### src/sv/deq_pkg.sv
package deq_pkg;

	// Default ring capacity
	localparam int CAPACITY_DEF = 1024;

	// Field widths of the request and response channels
	localparam int CMD_W    = 3;
	localparam int VALUE_W  = 32;
	localparam int POS_W    = 10;
	localparam int STATUS_W = 2;
	localparam int COUNT_W  = 11;

	// Command codes
	localparam logic [CMD_W-1:0] CMD_PUSH_BACK  = 3'd0;
	localparam logic [CMD_W-1:0] CMD_PUSH_FRONT = 3'd1;
	localparam logic [CMD_W-1:0] CMD_POP_BACK   = 3'd2;
	localparam logic [CMD_W-1:0] CMD_POP_FRONT  = 3'd3;
	localparam logic [CMD_W-1:0] CMD_READ_AT    = 3'd4;

	// Status codes
	localparam logic [STATUS_W-1:0] STAT_OK        = 2'd0;
	localparam logic [STATUS_W-1:0] STAT_EMPTY     = 2'd1;
	localparam logic [STATUS_W-1:0] STAT_FULL      = 2'd2;
	localparam logic [STATUS_W-1:0] STAT_OUT_RANGE = 2'd3;

	// Controller to datapath commands
	typedef struct packed {
		logic load;     // capture the request
		logic exec;     // run the command against pointers and store
		logic capture;  // take the store read data as the result
		logic publish;  // move the finished result into the output register
	} dp_ctrl_t;

	// Datapath to controller status
	typedef struct packed {
		logic needs_read;  // the command reads the store
	} dp_stat_t;

endpackage

### src/sv/deq_ctrl.sv
module deq_ctrl (
	input  logic               clk,
	input  logic               arst_n,
	input  logic               req_valid,
	output logic               req_ready,
	output logic               rsp_valid,
	input  logic               rsp_ready,
	input  deq_pkg::dp_stat_t  stat,
	output deq_pkg::dp_ctrl_t  ctrl
);

	typedef enum logic [3:0] {
		ST_IDLE = 4'b0001,
		ST_EXEC = 4'b0010,
		ST_WAIT = 4'b0100,
		ST_DONE = 4'b1000
	} state_t;

	state_t state_q, state_next;
	logic   rsp_full_q;
	logic   publish;

	// The output register takes a new result when it is empty or being emptied
	assign publish = (state_q == ST_DONE) && (!rsp_full_q || rsp_ready);

	// Sequence one request: take it, run it, wait on the store if it reads, hand off the result
	always_comb begin
		state_next = state_q;
		case (state_q)
			ST_IDLE: begin
				if (req_valid) state_next = ST_EXEC;
			end
			ST_EXEC: begin
				state_next = stat.needs_read ? ST_WAIT : ST_DONE;
			end
			ST_WAIT: begin
				state_next = ST_DONE;
			end
			ST_DONE: begin
				if (publish) state_next = ST_IDLE;
			end
			default: begin
				state_next = ST_IDLE;
			end
		endcase
	end

	always_ff @(posedge clk or negedge arst_n) begin
		if (!arst_n) begin
			state_q <= ST_IDLE;
		end else begin
			state_q <= state_next;
		end
	end

	// Track whether the output register holds a response
	always_ff @(posedge clk or negedge arst_n) begin
		if (!arst_n) begin
			rsp_full_q <= 1'b0;
		end else if (publish) begin
			rsp_full_q <= 1'b1;
		end else if (rsp_ready) begin
			rsp_full_q <= 1'b0;
		end
	end

	// Drive handshakes and datapath commands
	assign req_ready    = (state_q == ST_IDLE);
	assign rsp_valid    = rsp_full_q;
	assign ctrl.load    = (state_q == ST_IDLE) && req_valid;
	assign ctrl.exec    = (state_q == ST_EXEC);
	assign ctrl.capture = (state_q == ST_WAIT);
	assign ctrl.publish = publish;

endmodule

### config.mk
export PLATFORM = sky130hd
export DESIGN_NAME = deq_ctrl
export DESIGN_NICKNAME = d
export VERILOG_FILES = /design/src/sv/deq_pkg.sv /design/src/sv/deq_ctrl.sv
export SDC_FILE = /design/constraint.sdc
export NUM_CORES = 1
export LEC_CHECK = 0
export ABC_CLOCK_PERIOD_IN_PS = 1800
export BUFFER_PORTS_ARGS = -buffer_cell sky130_fd_sc_hd__buf_2
export CORE_AREA = 4 4 41 43
export CTS_BUF_LIST = sky130_fd_sc_hd__clkbuf_16
export CTS_CLUSTER_DIAMETER = 100
export DETAILED_ROUTE_END_ITERATION = 10
export DIE_AREA = 0 0 45 47
export PLACE_DENSITY_LB_ADDON = 0.25
export SYNTH_ARGS = -nofsm -noshare
export SYNTH_HDL_FRONTEND = slang
export SYNTH_SLANG_ARGS = --single-unit
export TNS_END_PERCENT = 5
### constraint.sdc
create_clock -name clk -period 1.8 [get_ports clk]
set_clock_uncertainty 0.1 [all_clocks]
set_input_delay 0.09 -clock clk [delete_from_list [all_inputs] [get_ports clk]]
set_output_delay 0.09 -clock clk [all_outputs]
set_load 0.005 [all_outputs]
Yosys cells after proc, flatten, opt, wreduce, memory -nomap -nowiden:

Index checks and enable logic that the tools add are counted.

* memories: 0
* latch bits: 0
* register bits: 5
* output and inout port bits: 6
* bits of input ports: 5
* memory bits (read-only): 0
* bits in writable memories: 0

* equality and inequality tests: 6
* mux-type cells: 6
* reduce and logical (&&, ||, !) cells: 6
* multipliers: 0
* bitwise operators: 0
* div/mod/pow operators: 0
* add/sub/neg operators: 0
* shift operators: 0
* $lt $le $gt $ge: 0

Operators with widths (number)
* $pmux 4 s4: 1
* $mux 4: 3
* $eq 4x1->1 const B: 1
* $eq 4x2->1 const B: 1
* $eq 4x3->1 const B: 1
* $eq 4x4->1 const B: 1
* $ne 2x2->1 const B: 2
* $logic_and 1x1->1: 2
* $mux 1: 2
* $reduce_and 2->1: 1
* $reduce_bool 2->1: 1
* $logic_not 1->1: 1
* $logic_or 1x1->1: 1

Longest topological paths before layout:

Gate-level depths: netlist of run 1.

* depth in word-level cells: 5
* depth in mapped cells: 3
* mapped depth without buffers: 3

Worst setup path before layout of run 1:

Ideal clock, no wire load.

* path kind: register to output
* start: register state_q[1]
* end: output ctrl[0] (netlist name)
* buffers on the path: 1
* data arrival time: 1.164 ns
* data required time: 1.610 ns
* cell stages (with the launch flop): 4
* slack: 0.446 ns
* cells stage by stage: dfrtp_1 -> or4b_1 -> a21oi_2 -> buf_4

* longest elaborated chain between the ends: 2

RTL lines
* from (decl): RTL line deq_ctrl.sv:19 `state_t state_q, state_next;`
* from (signal assigned): RTL line deq_ctrl.sv:52 `state_q <= state_next;`
* $eq 4x4->1: RTL line deq_ctrl.sv:24 `assign publish = (state_q == ST_DONE) && (!rsp_full_q || rsp_ready);`
* $logic_and 1x1->1: RTL line deq_ctrl.sv:24
* to (decl): RTL line deq_ctrl.sv:9 `output deq_pkg::dp_ctrl_t ctrl`

Every way passes these cells.

==> results.sh, run 1 <==
export IMPL_synth_top_family_by_area="simple AND/OR/NAND/NOR gates"
export IMPL_place_congestion=0.7650
export IMPL_clkLatencyLatePin_ns=0.22
export IMPL_crit_slowest_cell="or4b_1"
export IMPL_initialDrtViolationCount=4
export IMPL_synth_ff_type="dfrtp_1"
export IMPL_first_pass_grt_wire_length_um=1124
export IMPL_critPathArrivalTime_ns=1.46
export IMPL_clk_sinks=5
export IMPL_clk_pin_slew_worst_paths_ns=0.03
export IMPL_horizontal_die_dimension_um=45
export IMPL_post_cts_setup_driven_buffer_insertion_count=0
export IMPL_vdd_ir_drop_max_mv=0.5692
export IMPL_synth_cell_types=18
export IMPL_die_area_sq_um=2115
export IMPL_synthesis_area_per_instance_sq_um=10.83
export IMPL_reg2reg_to="state_q[0]$_DFFE_PN1P_"
export IMPL_critical_path_cell_chain="or4b_1 -> a21oi_2 -> buf_2"
export IMPL_critical_path_startpoint_category="flip-flop"
export IMPL_layout_cell_area_non_filler_sq_um=461.7
export IMPL_antenna_cells=0
export IMPL_htree_levels=1
export IMPL_totalNegativeSetupSlack_ns=0
export IMPL_pre_cts_slack_ns=0.3860
export IMPL_regToRegSetupSlack_ns=0.49
export IMPL_status="finished clean"
export IMPL_synthesized_area_fraction_occupied_by_and_or_nand_nor_cells_pct=32.89
export IMPL_synth_edff_count=0
export IMPL_drcViolationCount=0
export IMPL_worst_hold_path_type="in2async"
export IMPL_synth_fa_ha_area_share_pct=0
export IMPL_floorplan_initialDensity_pct=21.63
export IMPL_cellPowerDensity_nw_per_um2=1493
export IMPL_setup_viol=0
export IMPL_post_synthesis_sequential_element_count=5
export IMPL_drt_antenna_violating_nets=0
export IMPL_netlist_area_leader_share_pct=35.56
export IMPL_final_hold_violation_count=0
export IMPL_route_detailed_vias_per_inst=4.345
export IMPL_flow_area_growth_from_synthesis_pct=64.00
export IMPL_place_detailed_hpwl_um=438.5
export IMPL_grt_setup_unrepaired="false"
export IMPL_period_share_pct=91.67
export IMPL_core_area_sq_um=1301
export IMPL_core_rowCount=13
export IMPL_reg2reg_from="state_q[2]$_DFFE_PN0P_"
export IMPL_post_dp_cell_area_sq_um=342.8
export IMPL_crit_fanout=8
export IMPL_detail_route_first_pass_iterations=2
export IMPL_grt_pass1_vias=264
export IMPL_grt_antenna_before_repair=0
export IMPL_layout_nets=49
export IMPL_slew_headroom_pct=77.31
export IMPL_synth_mux_area_fraction_pct=0
export IMPL_finalWirelength_um=604
export IMPL_max_cap_violations=0
export IMPL_portBuffers=10
export IMPL_max_slew_violation_count=0
export IMPL_grt_ovfl_total=0
export IMPL_static_leakage_power_nw=0.2214
export IMPL_setup_ws_ns=0.1499
export IMPL_synth_xor_xnor_area_share_pct=0
export IMPL_hold_ws_ns=0.1030
export IMPL_grt_start_max_net_pins=9
export IMPL_total_via_count_in_the_routed_design=252
export IMPL_clock_tree_buffer_depth=2
export IMPL_ff2ff_path_depth=3
export IMPL_fin_crit_ns=1.650
export IMPL_timing_critical_path_to_type="output pin"
export IMPL_synth_yosys_warnings=0
export IMPL_synth_compound_gate_area_share_pct=15.56
export IMPL_critPathKind="reg2out"
export IMPL_synth_largest_area_cell="dfrtp_1"
export IMPL_ios=11
export IMPL_cts_root_buf="clkbuf_16"
export IMPL_synthCells=26
export IMPL_critical_path_max_stage_delay_ns=0.57
export IMPL_cts_tree="built"
export IMPL_max_frequency_mhz=606.0
export IMPL_async_flop_share_pct=100.0
export IMPL_routed_wire_length_per_instance_um=10.41
export IMPL_yosys_top_cells_count="dfrtp_1, and2_1, inv_1"
export IMPL_drive_above_1_share_pct=39.53
export IMPL_cp_data_required_time_ns=1.61
export IMPL_synth_nets=31
export IMPL_synth_sequential_area_ratio_pct=44.89
export IMPL_synth_area_sq_um=281.5
export IMPL_post_cts_resized=0
export IMPL_yosys_cell_count_top_type="dfrtp_1"
export IMPL_numCtsBuffers=3
export IMPL_grt_total_usage_pct=8.261
export IMPL_fp_dieH_um=47
export IMPL_synthTopCellsByArea="dfrtp_1, dfstp_2, or4b_1"
export IMPL_tightest_slew_ns=0.3358
export IMPL_power_total_mw=0.6892
[layout make-up]
type                            count  area (sq um)
Clock inverter                      1         3.754
Clock buffer                        3         75.07
Tap cell                           15         18.77
Multi-Input combinational cell     17         136.4
Fill cell                         145         839.6
Sequential cell                     5         126.4
Inverter                            3         11.26
Timing Repair Buffer               14         90.09
[how the worst max path moves through the flow]
| stage | startpoint | endpoint | slack [ns] | depth (start not counted) |
|---|---|---|---|---|
| global route | state_q[1]$_DFFE_PN0P_ | ctrl[0] | 0.07 | 3 |
| global placement | state_q[1]$_DFFE_PN0P_ | ctrl[0] | 0.40 | 3 |
| detailed placement | state_q[1]$_DFFE_PN0P_ | ctrl[0] | 0.39 | 3 |
| CTS | state_q[1]$_DFFE_PN0P_ | ctrl[0] | 0.14 | 3 |
| floorplan | state_q[1]$_DFFE_PN0P_ | ctrl[0] | 0.45 | 3 |
| finish | state_q[1]$_DFFE_PN0P_ | ctrl[0] | 0.15 | 3 |
[worst max-delay path: cells and delay by family, from the launching register on]
kind	cells	cell delay [ns]
AND/OR/NAND/NOR	1	0.57
flip-flops	1	0.44
AO/OA/AOI/OAI	1	0.12
buffers and inverters	1	0.11
[flip-flops by register name, indices dropped and copies added (netlist names)]
register and flops:
rsp_valid 1, state_q 4
[layout by cell type (no fill, tap or decap), types with 2 or more instances in the layout]
cell and n:
dlygate4sd3_1 4, and2_1 3, clkbuf_16 3, inv_1 4, or4b_1 2, buf_2 10
dfrtp_1 4
[cell families (layout without fill, tap and decap cells)]
kind of cell / after synthesis / after routing
AOI/OAI and AO/OA: 6 / 6
buffers and inverters: 4 / 21
and+or+nand+nor: 11 / 11
DFF: 5 / 5
[routing by layer]
metal	global-route usage, %	wire (um)	vias up
met4	8.772	22	0
li1	-	-	127
met1	9.469	272	112
met3	4.981	66	2
met2	9.887	242	11
met5	0	0	-
[per-stage QoR]
stage | cells | util [%]
floorplan | 26 | -
global route | 58 | 35.48
CTS | 58 | 35.48
detailed placement | 50 | 26.35
finish | 58 | 35.48
global placement | 50 | 26.35
[report_power, final]
part	internal [mW]	switching (mW)
combinational	0.0869	0.0553
clock	0.287	0.0687
sequential	0.147	0.0436
[what timing repair did]
| action | CTS | global route |
|---|---|---|
| hold buffers | 4 | 0 |
| endpoints found under the hold margin | 8 | 0 |
| setup endpoints to repair | 0 | 0 |
No activity file was read; power rests on OpenSTA's default activity.
==> inputs of run 2 (changes only) <==
--- a/config.mk
+++ b/config.mk
@@ -9,10 +9,9 @@
 export BUFFER_PORTS_ARGS = -buffer_cell sky130_fd_sc_hd__buf_2
 export CORE_AREA = 4 4 41 43
 export CTS_BUF_LIST = sky130_fd_sc_hd__clkbuf_16
-export CTS_CLUSTER_DIAMETER = 100
 export DETAILED_ROUTE_END_ITERATION = 10
 export DIE_AREA = 0 0 45 47
-export PLACE_DENSITY_LB_ADDON = 0.25
+export PLACE_DENSITY_LB_ADDON = 0.12
 export SYNTH_ARGS = -nofsm -noshare
 export SYNTH_HDL_FRONTEND = slang
 export SYNTH_SLANG_ARGS = --single-unit
==> run 2 against run 1 <==
Net effect:
- sequential power barely moved
- highest routed layer is now met3
- worst hold slack lost 0.10 ns
- non-clock buffer count decreased by 1
- clock-buffer cell count stayed put
- largest power group unchanged
==> results.sh, run 2 (synthesized netlist as in run 1, its figures left out) <==
export IMPL_combPwrFrac_pct=20.8
export IMPL_ff2ff_path_depth=3
export IMPL_antenna_cells=0
export IMPL_met2_wirelength_um=314
export IMPL_portBuffers=10
export IMPL_htree_levels=1
export IMPL_first_pass_grt_wire_length_um=1110
export IMPL_wirelength_met1_um=333
export IMPL_critPathKind="reg2out"
export IMPL_routed_wire_length_per_instance_um=12.09
export IMPL_numCtsBuffers=3
export IMPL_timing_hold_worst_start="req_valid"
export IMPL_grt_ovfl_total=0
export IMPL_grt_pass1_vias=253
export IMPL_tightest_slew_ns=0.3731
export IMPL_die_area_sq_um=2115
export IMPL_finalCoreUtilization_pct=34.71
export IMPL_core_rowCount=13
export IMPL_final_seq_area_sq_um=126.4
export IMPL_cp_data_required_time_ns=1.61
export IMPL_grt_antenna_before_repair=0
export IMPL_status="finished clean"
export IMPL_horizontal_die_dimension_um=45
export IMPL_max_frequency_mhz=605.2
export IMPL_clock_tree_buffer_depth=2
export IMPL_max_flop_register="state_q"
export IMPL_place_detailed_hpwl_um=474.1
export IMPL_ios=11
export IMPL_clkLatencyLatePin_ns=0.22
export IMPL_critical_path_cell_chain="or4b_1 -> a21oi_2 -> buf_2"
export IMPL_post_cts_setup_driven_buffer_insertion_count=0
export IMPL_critPathArrivalTime_ns=1.46
export IMPL_multi_input_area_sq_um=136.4
export IMPL_cts_tree="built"
export IMPL_clk_pin_slew_worst_paths_ns=0.03
export IMPL_core_area_sq_um=1301
export IMPL_drive_above_1_share_pct=40.48
export IMPL_clock_power_share_pct=51.3
export IMPL_cellPowerDensity_nw_per_um2=1533
export IMPL_power_share_switching_pct=24.85
export IMPL_cell_count_of_the_worst_hold_path=2
export IMPL_grt_start_max_net_pins=9
export IMPL_initialDrtViolationCount=8
export IMPL_clk_sinks=5
export IMPL_vdd_ir_drop_max_mv=0.5980
export IMPL_worstPathBufferInverterCount=1
export IMPL_fillCellCount=144
export IMPL_setup_viol=0
export IMPL_switching_power_mw=0.1720
export IMPL_reg2reg_to="state_q[0]$_DFFE_PN1P_"
export IMPL_grt_total_usage_pct=7.698
export IMPL_layout_cells_most_common="buf_2"
export IMPL_crit_slowest_cell="or4b_1"
export IMPL_fp_dieH_um=47
export IMPL_layout_nets=48
export IMPL_static_leakage_power_nw=0.2172
export IMPL_route_detailed_vias_per_inst=4.404
export IMPL_maxUsedRoutingLayer="met3"
export IMPL_sequential_fraction_of_design_power_pct=27.8
export IMPL_detail_route_first_pass_iterations=4
export IMPL_place_congestion=0.7363
export IMPL_drcViolationCount=0
export IMPL_period_share_pct=91.80
export IMPL_slew_headroom_pct=74.79
export IMPL_crit_fanout=8
export IMPL_floorplan_initialDensity_pct=21.63
export IMPL_timing_critical_path_to_type="output pin"
export IMPL_totalNegativeSetupSlack_ns=0
export IMPL_layout_common_cells="buf_2, inv_1, dfrtp_1"
export IMPL_max_slew_violation_count=0
export IMPL_max_cap_violations=0
export IMPL_grt_setup_unrepaired="false"
export IMPL_final_hold_violation_count=0
export IMPL_reg2reg_from="state_q[2]$_DFFE_PN0P_"
export IMPL_critical_path_max_stage_delay_ns=0.56
export IMPL_drt_antenna_violating_nets=0
export IMPL_regToRegSetupSlack_ns=0.46
export IMPL_finalWirelength_um=689
export IMPL_worst_hold_path_type="in2reg"
export IMPL_total_via_count_in_the_routed_design=251
export IMPL_routed_wl_met3_um=42
export IMPL_p_int_mw=0.5202
export IMPL_critical_path_top_delay_family="simple AND/OR/NAND/NOR gates"
export IMPL_critical_path_startpoint_category="flip-flop"
export IMPL_cts_root_buf="clkbuf_16"
export IMPL_worst_hold_path_endpoint="state_q[1]$_DFFE_PN0P_"
export IMPL_fin_crit_ns=1.652
export IMPL_largest_register_ff_count=4
export IMPL_flow_area_growth_from_synthesis_pct=60.44
==> run 2: changes by cell type in the layout (fill, tap and decap cells not counted) <==
cell / before / now
dlygate4sd3_1: 4 / 3
==> run 2: area by class of cell <==
class	count	share of cell area (%)
clock buffer	3	16.62
sequential	5	27.98
clock inverter	1	0.8310
inverter	3	2.493
timing repair buffer	13	17.73
multi-input combinational	17	30.19
tap	15	4.155
==> run 2: worst max path at each step <==
stage                           startpoint  endpoint  slack [ns]  depth (start not counted)
floorplan           state_q[1]$_DFFE_PN0P_   ctrl[0]        0.45                          3
global placement    state_q[1]$_DFFE_PN0P_   ctrl[0]        0.39                          3
detailed placement  state_q[1]$_DFFE_PN0P_   ctrl[0]        0.39                          3
CTS                 state_q[1]$_DFFE_PN0P_   ctrl[0]        0.14                          3
global route        state_q[1]$_DFFE_PN0P_   ctrl[0]        0.09                          3
finish              state_q[1]$_DFFE_PN0P_   ctrl[0]        0.15                          3
==> run 2: what timing repair did <==
item	CTS	global route
resized for setup	0	0
endpoints found under the hold margin	7	0
endpoints found under the setup margin	0	0
hold buffers	3	0
==> run 2: stage by stage <==
step                instance area [sq um]  hold WS [ns]  setup slack [ns]  std cells  power (mW)
floorplan                           281.5       -0.3056            0.4463         26      0.2743
global placement                    342.8       -0.1837            0.3900         50      0.3325
detailed placement                  342.8       -0.1876            0.3867         50      0.3334
CTS                                 451.7     0.0006189            0.1423         57      0.7017
global route                        451.7       0.02423           0.08729         57      0.7325
finish                              451.7     0.0002383            0.1476         57      0.6922
==> run 2: power groups by stage <==
stage	registers (mW)	clock network, mW	logic, mW
6_report	0.193	0.355	0.144
2_1_floorplan	0.179	0	0.0949
3_5_place_dp	0.192	0	0.141
3_3_place_gp	0.190	0	0.142
5_1_grt	0.199	0.372	0.162
4_1_cts	0.191	0.362	0.148
==> run 2: routing by layer <==
metal	up-vias	track usage [%]
met5	-	0
met4	0	7.018
met3	0	2.299
met2	11	9.887
met1	113	10.14
li1	127	-
==> run 2: worst register-to-register path, delay by kind of cell, from the launching register on <==
family / cells / cell delay (ns)
simple gates: 2 / 0.56
flops: 1 / 0.44
compound gates: 1 / 0.17
